### src/hdl/iepc_pkg.sv
// Shared constants, codes and controller/datapath signal bundles for the EEPROM port controller.
package iepc_pkg;

    // Default and fixed sizes of the word store.
    localparam int STORE_WORDS_DEF = 1024;
    localparam int WADDR_W         = 10;
    localparam int MONO_WORDS      = 64;
    localparam int COLOR_WORDS     = 1024;

    // Byte port addresses.
    localparam logic [7:0] PORT_DATA_LO = 8'hBA;
    localparam logic [7:0] PORT_DATA_HI = 8'hBB;
    localparam logic [7:0] PORT_ADDR_LO = 8'hBC;
    localparam logic [7:0] PORT_ADDR_HI = 8'hBD;
    localparam logic [7:0] PORT_CMD     = 8'hBE;

    // Access direction.
    localparam logic ACT_READ  = 1'b0;
    localparam logic ACT_WRITE = 1'b1;

    // Command field value that carries a subcommand.
    localparam logic [1:0] CMD_EXTENDED = 2'd0;

    // Subcommand codes.
    localparam logic [1:0] SUB_WRITE_DISABLE = 2'd0;
    localparam logic [1:0] SUB_WRITE_ALL     = 2'd1;
    localparam logic [1:0] SUB_ERASE_ALL     = 2'd2;
    localparam logic [1:0] SUB_WRITE_ENABLE  = 2'd3;

    // Command byte bits.
    localparam int BIT_SUBCMD = 6;
    localparam int BIT_STORE  = 5;
    localparam int BIT_LOAD   = 4;

    // Commands from the controller to the datapath.
    typedef struct packed {
        logic capture;      // latch the accepted transfer
        logic commit;       // execute the item and load the result register
        logic load_buf;     // move store read data into the data buffer
        logic sweep_start;  // arm the clearing sweep for erase-all
        logic sweep_step;   // clear one word and advance the sweep
    } ctrl_cmd_t;

    // Status from the datapath to the controller.
    typedef struct packed {
        logic slot_free;    // result register can take a new result
        logic load_op;      // current item is a buffer load
        logic erase_op;     // current item is an erase-all
        logic sweep_last;   // sweep is at its final word
    } dp_status_t;

endpackage

### src/hdl/iepc_ctrl.sv
// Sequencing state machine: accept, execute, buffer load and clearing sweeps.
module iepc_ctrl (
    input  logic                 clk,
    input  logic                 rst_n,
    input  logic                 in_valid,
    output logic                 in_ready,
    input  iepc_pkg::dp_status_t status,
    output iepc_pkg::ctrl_cmd_t  cmd
);

    typedef enum logic [2:0] {
        ST_CLEAR,
        ST_IDLE,
        ST_EXEC,
        ST_LOAD,
        ST_ERASE
    } state_t;

    state_t state_reg;
    state_t state_next;
    logic   ready_reg;
    logic   ready_next;

    assign in_ready = ready_reg;

    // Next state and commands to the datapath.
    always_comb
    begin
        state_next = state_reg;
        ready_next = ready_reg;
        cmd        = '0;
        unique case (state_reg)
            ST_CLEAR:
            begin
                cmd.sweep_step = 1'b1;
                if (status.sweep_last)
                begin
                    state_next = ST_IDLE;
                    ready_next = 1'b1;
                end
            end
            ST_IDLE:
            begin
                if (in_valid && ready_reg)
                begin
                    cmd.capture = 1'b1;
                    state_next  = ST_EXEC;
                    ready_next  = 1'b0;
                end
            end
            ST_EXEC:
            begin
                if (status.slot_free)
                begin
                    cmd.commit = 1'b1;
                    if (status.load_op)
                    begin
                        state_next = ST_LOAD;
                    end
                    else if (status.erase_op)
                    begin
                        cmd.sweep_start = 1'b1;
                        state_next      = ST_ERASE;
                    end
                    else
                    begin
                        state_next = ST_IDLE;
                        ready_next = 1'b1;
                    end
                end
            end
            ST_LOAD:
            begin
                cmd.load_buf = 1'b1;
                state_next   = ST_IDLE;
                ready_next   = 1'b1;
            end
            ST_ERASE:
            begin
                cmd.sweep_step = 1'b1;
                if (status.sweep_last)
                begin
                    state_next = ST_IDLE;
                    ready_next = 1'b1;
                end
            end
            default:
            begin
                state_next = ST_IDLE;
                ready_next = 1'b1;
            end
        endcase
    end

    // State and registered ready.
    always_ff @(posedge clk or negedge rst_n)
    begin
        if (!rst_n)
        begin
            state_reg <= ST_CLEAR;
            ready_reg <= 1'b0;
        end
        else
        begin
            state_reg <= state_next;
            ready_reg <= ready_next;
        end
    end

endmodule

### config.mk
export PLATFORM = sky130hd
export DESIGN_NAME = iepc_ctrl
export DESIGN_NICKNAME = d
export VERILOG_FILES = /design/src/hdl/iepc_pkg.sv /design/src/hdl/iepc_ctrl.sv
export SDC_FILE = /design/constraint.sdc
export NUM_CORES = 1
export LEC_CHECK = 0
export BUFFER_PORTS_ARGS = -buffer_cell sky130_fd_sc_hd__buf_2
export CORE_AREA = 10 10 47 49
export CTS_CLUSTER_DIAMETER = 150
export DETAILED_ROUTE_END_ITERATION = 6
export DIE_AREA = 0 0 57 59
export HOLD_SLACK_MARGIN = 0.1
export PLACE_DENSITY = 0.53
export SLEW_MARGIN = 20
export SYNTH_ARGS = -nofsm -noshare
export SYNTH_HDL_FRONTEND = slang
export SYNTH_SLANG_ARGS = --single-unit
### constraint.sdc
create_clock -name clk -period 2 [get_ports clk]
set_input_delay 0.1 -clock clk [delete_from_list [all_inputs] [get_ports clk]]
set_output_delay 0.1 -clock clk [all_outputs]
set_load 0.01 [all_outputs]
==> results.md, run 1 <==
- Status: completed
- Syn_area_per_cell: 9.44 um2
- Core area: between 0.001 and 0.0015 mm2
- Synthesized area: between 300 and 400 um2
- Slew Viols, Final: 0
- GR Overflow Total: 0
- Share of total power in combinational logic: 44.0%
- Post-place setup slack: just over 0.6 ns
- Top_reg_cell synth: dfrtp_1
- Syn. warnings: 0
- Max reg flops: 3
- Yosys reg bits: 4
- Clk slew on worst S/H paths: ~0.040 ns
- Post-synth EDFFs: 0
- RSZ-0062 raised after global routing: no
- P per Cell Area: about 1200 mW/mm2
- Iteration-0 DRC Markers: 4
- Total CTS buffers: 3
- Buf/Inv on CP: 1
- Pint: just under 300 uW
- Routed Antenna Nets: 0
- Clk_skew: 0.00131 ns
- Area grow syn2layout: 31.3%
- Sequential share of power: 35.7%
- Top post-synthesis cells by area: dfrtp_1 32%, nand4b_1 5.6%, a21oi_1 4.8%
- Total number of vias: 289
- CP cell instances: nor3b_1, and3_1, buf_2
- DIE HEIGHT: 59 um
- Slew HR: roughly four fifths
- Maximum vdd drop: approximately 0.00042 V
- Peak Freq: around 680 MHz
- Crit path largest cell delay: slightly below 0.5 ns
- HPWL Detailed: roughly 620 um
- Remaining DRCs: 0
- Chip width: 57 um
- Finish-stage setup viols: 0
- # port buffers: 12
- Synth Net Count: 40
- Crit start category: flop
- Post-DP Area: around 380 um2
- Worst EP arrival: roughly 1.4 ns
- Avg WL per Cell: around 12 um
- CP top delay family: simple AND/OR/NAND/NOR gates
- Root buffer cell: clkbuf_4
- Drt pass-1 iters: 2
- Final hold vios: 0
- Sink Count: 4
- CTS tree: built
- Most frequent cells after synthesis: 4 x dfrtp_1, 4 x nor2_1, 3 x a21oi_1
- Vias in the first global route: 287
- Post-route setup slack: ~0.52 ns
- Initial Util: between 20 and 25%
- Placer's final routability congestion estimate: 0.752
- Largest net degree at the start of global routing: 13
- Distinct cell type count after synthesis: 20
- Worst Hold Class: in -> reg
- Final Cycle Share: around three quarters
- Nets: 56
- Post-Layout Inst Area: between 400 and 500 um2
- Clock share of power: about 20%
- Worst-Skew Late Latency: 0.23 ns
- Setup TNS: 0 ns
- Worst Max-Slew Pin Slew: ~0.3 ns
- CTS Buffer Depth: 2
- FFs w/ async S/R, synth: 100%
- Total GRT Usage: 4.79%
- Cell accounting for the most synthesized area: dfrtp_1
- Sw Share: between 30% and 40%
- Crit-path slowest cell: dfrtp_1
- Worst endpoint required time: about 1.9 ns
- Worst setup path class: reg -> out
- Worst Path Max Fanout: 11
- Max Cap Viol: 0
- Ports: 13
- Die area: about 0.0034 mm2
- Vias/cell: around 4.6
- Post-CTS Setup Inserts: 0
- Post-route minimum period: 1.48 ns
- Gate Count Post-Synth: 33
- Ant diodes: 0
- Layout cells sized above 1: roughly 40%
- Initial antenna violation count: 0
- Lkg Pwr: around 0.00019 uW
- Share of the yosys chip area belonging to registers: ~32%
- H-tree levels: 1
- Filler instances: approximately 160
- Global-route wire length before repair: about 1200 um
- Num rows: 14
- Yosys top cell area share: between 30% and 40%
- Crit end category: primary output
- Post-Route WL: roughly 800 um
- Psw: 186 uW
-- layout make-up --
type / count / area (um2) / area share [%]
Clock buffer: 3 / 22.5 / 5.50
Sequential cell: 4 / 100 / 24.5
Timing Repair Buffer: 13 / 70.1 / 17.1
Tap cell: 16 / 20.0 / 4.89
Multi-Input combinational cell: 27 / 196 / 48.0
-- what timing repair did --
action,4_1_cts,5_1_grt
gates resized for setup,0,0
hold buffers,1,0
hold endpoints to repair,4,0
-- routing by layer --
| metal | GRT usage (%) | part of all wire [%] |
|---|---|---|
| met1 | 5.46 | 49 |
| met2 | 6.67 | 47 |
| met3 | 1.50 | 3.3 |
| met4 | 5.03 | 0 |
| met5 | 0 | 0 |
-- metrics by stage --
stage	util, %	total power, uW	hold slack, ns	cells
floorplan	-	329	-0.196	33
global placement	26.9	387	-0.0883	59
detailed placement	26.9	386	-0.0904	59
CTS	29.2	489	0.134	63
global route	29.2	525	0.163	63
finish	29.2	476	0.140	63
-- cells by family after synthesis --
group,count (synthesis),share of synthesized area [%]
simple gates,21,46.2
compound gates,6,16.9
flops,4,32.1
buf+inv,2,4.82
-- power by group through the flow --
stage | clock [uW] | sequential [uW] | combinational (uW)
detailed placement | 0 | 172 | 214
global placement | 0 | 173 | 214
global route | 110 | 179 | 235
finish | 96.4 | 170 | 210
CTS | 102 | 171 | 216
floorplan | 0 | 136 | 192
-- final timing paths --
kind                              startpoint      endpoint  slack, ns  cells past startpoint
worst max-delay path            state_reg[0]        cmd[4]       0.52                      3
worst min-delay path               status[0]  state_reg[2]       0.14                      4
worst max register to register  state_reg[2]      in_ready       0.63                      3
worst min register to register      in_ready      in_ready       0.53                      1
max in group asynchronous              rst_n  state_reg[0]       1.68                      2
min in group asynchronous              rst_n  state_reg[1]       0.20                      2
-- worst min-delay path, stage by stage --
cell	delay, ns
buf_2	0.08
nor2_1	0.03
nand2_1	0.05
a21oi_1	0.06
-- placed cells by master, fill, tap and decap left out --
cell and n:
a21oi_1 3, and2_1 1, and3_1 2, and3b_2 1, buf_2 12, clkbuf_4 3
dfrtp_1 4, dlygate4sd3_1 1, nand2_1 2, nand2b_1 1, nand3b_1 1, nand4b_1 2
nand4bb_1 1, nor2_1 4, nor2b_1 1, nor3b_1 2, o2111ai_2 1, o211ai_1 1
o2bb2ai_2 1, or3_1 1, or3b_1 1, or4b_4 1
Power figures use the tool's default switching activity.
==> inputs of run 2 (changes only) <==
==> constraint.sdc (replaced) <==
create_clock -name clk -period 1.47 [get_ports clk]
set_input_delay 0.0735 -clock clk [delete_from_list [all_inputs] [get_ports clk]]
set_output_delay 0.0735 -clock clk [all_outputs]
set_load 0.01 [all_outputs]
==> results.md, run 2 (synthesis results as in run 1) <==
- Post-route minimum period: 1.36 ns
- Iteration-0 DRC Markers: 2 (-2)
- Hold_ws: 0.117 ns (-0.0232 ns)
- HPWL Detailed: 632 um (+2.3%)
- Most frequent cells in the layout: 12 x buf_2, 4 x nor2_1, 3 x a21oi_1, 3 x clkbuf_4
- Worst EP arrival: 1.47 ns (+0.09 ns)
- GR Overflow Total: 0 (unchanged)
- Routed Antenna Nets: 0 (unchanged)
- Core area: 0.00140 mm2 (unchanged)
- Lkg Pwr: 0.000203 uW (+6.9%)
- Clock share of power: 19.1% (-1.2 points)
- Post-Route WL: 793 um (+1.9%)
- Worst r2r dst: in_ready
- Post-Layout Inst Area: 437 um2 (+6.7%)
- Global-route wire length before repair: 1310 um (+5.6%)
- R2R setup slack: 0.11 ns (-0.52 ns)
- Worst Max-Slew Pin Slew: 0.219 ns (-0.0888 ns)
- CTS tree: built
- Clk slew on worst S/H paths: 0.04 ns (about the same)
- Post-CTS Setup Inserts: 0 (unchanged)
- Post-DP Area: 392 um2 (+4.0%)
- Vias/cell: 4.80 (+4.6%)
- Stages on worst setup path: 3 (unchanged)
- DIE HEIGHT: 59 um (unchanged)
- Sequential share of power: 33.3% (-2.4 points)
- Status: completed
- Nets: 58 (+3.6%)
- Crit start category: flop
- Sw Share: 38.1% (-0.85 points)
- Worst Hold Class: in -> reg
- Ant diodes: 0 (unchanged)
- Share of total power in combinational logic: 47.5% (+3.5 points)
- Max Cap Viol: 0 (unchanged)
- Worst setup path class: reg -> reg
- Total GRT Usage: 4.89% (+0.095 points)
- Placer's final routability congestion estimate: 0.823 (+9.5%)
- Final hold vios: 0 (unchanged)
- Worst endpoint required time: 1.58 ns (-0.32 ns)
- Crit. Startpoint: state_reg[0]
- RSZ-0062 raised after global routing: no
- # port buffers: 12 (unchanged)
- Total CTS buffers: 3 (unchanged)
- Most common cell after layout, fill and taps aside: buf_2
- FF/Latch Area: 103 um2 (+2.5%)
- Vias in the first global route: 317 (+10%)
- Total number of vias: 312 (+8.0%)
- Final Cycle Share: between 90 and 100%
- Crit end category: flop
- Multi-input gate area: 206 um2 (+5.1%)
- CP cell instances: or4b_4, o211ai_1, o2bb2ai_2
- Reg-to-reg startpoint: state_reg[0]
- P per Cell Area: 1580 mW/mm2 (+36%)
- Peak Freq: ~740 MHz
- Initial antenna violation count: 0 (unchanged)
- Finish-stage setup viols: 0 (unchanged)
- H-tree levels: 1 (unchanged)
- Clk_skew: 0.00142 ns (+0.000107 ns)
- Placed cell count: 61 (+3.4%)
- Slew HR: 85.4% (+5.9 points)
- Pint: 426 uW (+47%)
- Psw: 263 uW (+42%)
- Setup TNS: 0 ns (unchanged)
- Largest net degree at the start of global routing: 12 (-1)
- CP top delay family: simple AND/OR/NAND/NOR gates
- Maximum vdd drop: 0.000661 V (+56%)
- Chip width: 57 um (unchanged)
- Crit path largest cell delay: 0.56 ns (+0.07 ns)
- CP endpoint: in_ready
- Remaining DRCs: 0 (unchanged)
- Ports: 13 (unchanged)
- Avg WL per Cell: 12.2 um (-1.2%)
- CTS Buffer Depth: 2 (unchanged)
- Drt pass-1 iters: 4 (+2)
- Max reg flops: 3 (unchanged)
- Num rows: 14 (unchanged)
- Filler instances: 154 (-2.5%)
- Crit-path slowest cell: or4b_4
- Area grow syn2layout: 40.2%
- Sink Count: 4 (unchanged)
- Worst-Skew Late Latency: 0.23 ns (about the same)
- Finished Layout Cells: 65 (+3.2%)
- Initial Util: 22.2% (unchanged)
- Buf/Inv on CP: 0 (-1)
- Root buffer cell: clkbuf_4
- Slew Viols, Final: 0 (unchanged)
- R2r worst-path depth: 3 (unchanged)
- Die area: 0.00336 mm2 (unchanged)
- Layout cells sized above 1: 51.0% (+11 points)
- Worst Path Max Fanout: 11 (unchanged)
## run 2: worst min path at each step
stage,startpoint,to,depth (start not counted),slack [ns]
after floorplan,rst_n,in_ready,0,-0.22
after global placement,rst_n,state_reg[2],1,-0.12
after detailed placement,rst_n,state_reg[2],1,-0.12
after CTS,status[0],state_reg[2],4,0.11
after global routing,status[0],state_reg[2],4,0.13
final,status[0],state_reg[2],4,0.12
## run 2: cell type report
cell class / instances / area share, %
Multi-Input combinational cell: 27 / 47.3
Sequential cell: 4 / 23.5
Timing Repair Buffer: 15 / 19.5
Clock buffer: 3 / 5.16
Tap cell: 16 / 4.58
## run 2: per-layer routing
layer	GRT usage (%)	vias up	wire length, um
met5	0	-	0
li1	-	157	-
met1	5.48	146	369
met2	6.67	9	373
met3	1.93	0	49
met4	5.03	0	0
## run 2: power groups by stage
stage	Clock [uW]	Combinational [uW]	Sequential, uW
detailed placement	0	323	221
global placement	0	323	218
CTS	142	331	222
finish	132	328	230
floorplan	0	261	186
global route	149	361	239
## run 2: what timing repair did
action,in CTS,in global routing
gates resized for setup,1,3
endpoints found under the setup margin,1,2
hold buffers,1,0
hold endpoints to repair,4,0
gates cloned,0,0
## run 2: per-stage QoR
| stage | setup slack (ns) | utilization (%) | total power (uW) |
|---|---|---|---|
| after floorplan | 0.182 | - | 447 |
| after global placement | 0.137 | 27.9 | 541 |
| after detailed placement | 0.102 | 27.9 | 543 |
| after CTS | 0.0242 | 30.6 | 694 |
| after global routing | 0.00704 | 31.2 | 749 |
| final | 0.112 | 31.2 | 689 |
## run 2: worst min-delay path: stages
cell and delay, ns:
buf_2 0.09, nor2_1 0.03, nand2_1 0.05, a21oi_1 0.05
==> inputs of run 3 (changes only) <==
--- a/config.mk
+++ b/config.mk
@@ -5,13 +5,15 @@
 export SDC_FILE = /design/constraint.sdc
 export NUM_CORES = 1
 export LEC_CHECK = 0
+export ABC_AREA = 1
 export BUFFER_PORTS_ARGS = -buffer_cell sky130_fd_sc_hd__buf_2
 export CORE_AREA = 10 10 47 49
+export CTS_BUF_LIST = sky130_fd_sc_hd__clkbuf_4 sky130_fd_sc_hd__clkbuf_8 sky130_fd_sc_hd__clkbuf_16
 export CTS_CLUSTER_DIAMETER = 150
 export DETAILED_ROUTE_END_ITERATION = 6
 export DIE_AREA = 0 0 57 59
 export HOLD_SLACK_MARGIN = 0.1
-export PLACE_DENSITY = 0.53
+export PLACE_DENSITY = 0.51
 export SLEW_MARGIN = 20
 export SYNTH_ARGS = -nofsm -noshare
 export SYNTH_HDL_FRONTEND = slang
==> results.md, run 3 <==
- Multi-input gate area: 148 um2 (-28%)
- Post-Route WL: 765 um (-3.5%)
- Worst EP arrival: 1.23 ns (-0.24 ns)
- Total number of vias: 306 (-1.9%)
- R2R setup slack: 0.42 ns (+0.31 ns)
- Remaining DRCs: 0 (unchanged)
- Crit end category: primary output
- CTS tree: built
- Psw: 356 uW (+36%)
- Simple-gate portion of the synthesized area: 42.0% (-4.2 points)
- Most common cell after layout, fill and taps aside: buf_2
- Pint: 419 uW (-1.8%)
- FFs w/ async S/R, synth: 100% (unchanged)
- Top_reg_cell synth: dfrtp_1
- FF/Latch Area: 100 um2 (-2.4%)
- Worst-Skew Late Latency: 0.23 ns (about the same)
- GR peak layer: met2
- Clk slew on worst S/H paths: 0.04 ns (about the same)
- Syn_area_per_cell: 6.88 um2 (-27%)
- Met1 usage in global routing: 4.77% (-0.72 points)
- H-tree levels: 1 (unchanged)
- Mux cell area share after synthesis: 0% (unchanged)
- Vias/cell: 4.14 (-14%)
- Root buffer cell: clkbuf_4
- RSZ-0062 raised after global routing: no
- Post-route minimum period: 1.31 ns (-0.0519 ns)
- Final hold vios: 0 (unchanged)
- Top post-synthesis cells by area: dfrtp_1 35%, inv_1 10%, nand3_1 8.7%
- Core Util, Final: 28.7% (-2.5 points)
- Yosys reg bits: 4 (unchanged)
- Most frequent cells in the layout: 12 x buf_2, 8 x inv_1, 5 x nor2_1, 5 x nand3_1
- Ports: 13 (unchanged)
- Syn. warnings: 0 (unchanged)
- Synth Area in Compound Gates: 9.09% (-7.8 points)
- Nets: 67 (+16%)
- Worst Path Max Fanout: 4 (-7)
- Cts repair resizes: 0 (-1)
- HPWL Detailed: 664 um (+5.0%)
- Gate Count Post-Synth: 42 (+27%)
- Initial Util: 20.6% (-1.6 points)
- Layout cells sized above 1: 44.8% (-6.2 points)
- Most frequent cell after synthesis: inv_1
- GRT met3 Usage: 1.93% (unchanged)
- Synthesized area: 289 um2 (-7.2%)
- Sw Share: 46.0% (+7.8 points)
- Total CTS buffers: 3 (unchanged)
- DIE HEIGHT: 59 um (unchanged)
- CTS Buffer Depth: 2 (unchanged)
- Finish-stage setup viols: 0 (unchanged)
- Yosys top cell area share: 34.6% (+2.5 points)
- Maximum vdd drop: 0.000734 V (+11%)
- Global-route wire length before repair: 1340 um (+2.1%)
- Total GRT Usage: 5.06% (+0.17 points)
- Slew Viols, Final: 0 (unchanged)
- Area grow syn2layout: 39.0%
- Worst setup path class: reg -> out
- Post-Synth Adder-Cell Area: 0% (unchanged)
- Largest net degree at the start of global routing: 6 (-6)
- Worst hold stages: 4 (unchanged)
- Peak Freq: 766 MHz (+4.0%)
- Routed Antenna Nets: 0 (unchanged)
- Worst Max-Slew Pin Slew: 0.168 ns (-0.0502 ns)
- Vias in the first global route: 344 (+8.5%)
- Grt met2 use: 8.22% (+1.6 points)
- Clk_skew: 0.000482 ns (-0.000939 ns)
- Post-synth EDFFs: 0 (unchanged)
- Most frequent cells after synthesis: 8 x inv_1, 5 x nand3_1, 5 x nor2_1
- Post-Synth XOR/XNOR Area: 0% (unchanged)
- Sink Count: 4 (unchanged)
- Ant diodes: 0 (unchanged)
- Setup TNS: 0 ns (unchanged)
- Core area: 0.00140 mm2 (unchanged)
- Cell accounting for the most synthesized area: dfrtp_1
- Drt pass-1 iters: 4 (unchanged)
- Reg-to-reg startpoint: state_reg[2]
- Status: completed
- GR Overflow Total: 0 (unchanged)
- Slew HR: 88.7% (+3.4 points)
- Filler instances: 172 (+12%)
- Placer's final routability congestion estimate: 0.852 (+3.5%)
- Avg WL per Cell: 10.3 um (-15%)
- Initial antenna violation count: 0 (unchanged)
- Max Cap Viol: 0 (unchanged)
- Iteration-0 DRC Markers: 7 (+5)
- Worst endpoint required time: 1.40 ns (-0.18 ns)
- Worst r2r dst: state_reg[0]
- Sequential share of power: 25.7% (-7.6 points)
- Clock share of power: 17.2% (-1.9 points)
- Worst Hold End: in_ready
- # port buffers: 12 (unchanged)
- Crit start category: flop
- Die area: 0.00336 mm2 (unchanged)
- Share of the yosys chip area belonging to registers: 34.6% (+2.5 points)
- Worst Hold Class: in -> reg
- Largest family of logic cells by synthesized area: simple AND/OR/NAND/NOR gates
- Distinct cell type count after synthesis: 14 (-30%)
- P per Cell Area: 1930 mW/mm2 (+22%)
- Hold_ws: 0.163 ns (+0.0461 ns)
- R2r worst-path depth: 6 (+3)
- Num rows: 14 (unchanged)
- Chip width: 57 um (unchanged)
- Design Power: 775 uW (+12%)
- Final Cycle Share: 88.8% (-3.5 points)
- Lkg Pwr: 0.000245 uW (+21%)
- Share of total power in combinational logic: 57.1% (+9.6 points)
- Synth Net Count: 49 (+23%)
- HP Start: status[2]
- Max reg flops: 3 (unchanged)
==> run 3: cell families (layout without fill, tap and decap cells) <==
| family | Yosys count | in the layout |
|---|---|---|
| AO/OA/AOI/OAI | 4 | 4 |
| buffers and inverters | 11 | 27 |
| flip-flops | 4 | 4 |
| AND/OR/NAND/NOR | 23 | 23 |
==> run 3: how the worst max path moves through the flow <==
| stage | start | to | slack [ns] | cells after the start |
|---|---|---|---|---|
| floorplan | state_reg[1] | in_ready | 0.40 | 6 |
| global route | state_reg[2] | cmd[1] | 0.03 | 6 |
| global placement | state_reg[2] | cmd[1] | 0.40 | 6 |
| detailed placement | state_reg[2] | cmd[1] | 0.39 | 6 |
| finish | state_reg[2] | cmd[1] | 0.16 | 6 |
| CTS | state_reg[2] | cmd[1] | 0.14 | 6 |
==> run 3: layout make-up <==
class                   instances  area share, %
flip-flops and latches          4           24.9
multi-input cells              27           36.8
inverters                      11           10.3
clock buffers                   3           5.61
repair buffers                 13           17.4
well taps                      16           4.98
==> run 3: critical path, cell delays in order, from the launching register on <==
cell and delay (ns):
dfrtp_1 0.40, inv_2 0.10, nand3_2 0.10, inv_1 0.12
nand4_1 0.10, inv_1 0.06, buf_2 0.12
==> run 3: metrics by stage <==
| step | instance area (um2) | cells | setup slack (ns) |
|---|---|---|---|
| 3_5_place_dp | 369 | 70 | 0.394 |
| 3_3_place_gp | 369 | 70 | 0.396 |
| 4_1_cts | 402 | 74 | 0.140 |
| 6_report | 402 | 74 | 0.164 |
| 2_1_floorplan | 289 | 42 | 0.401 |
| 5_1_grt | 402 | 74 | 0.0346 |
==> run 3: what timing repair did <==
action,in CTS,in global routing
buffers inserted,0,0
hold endpoints to repair,4,0
hold buffers,1,0
==> run 3: power groups by stage <==
stage                     clock [uW]  combinational [uW]  sequential, uW
after floorplan                    0                 315             204
final                            133                 442             200
after global placement             0                 445             202
after global routing             152                 507             207
after CTS                        142                 450             200
after detailed placement           0                 447             201
==> run 3: layer usage <==
| layer | vias to the layer above | wire [um] |
|---|---|---|
| met2 | 10 | 409 |
| li1 | 162 | - |
| met1 | 132 | 290 |
| met5 | - | 0 |
| met3 | 2 | 46 |
| met4 | 0 | 19 |
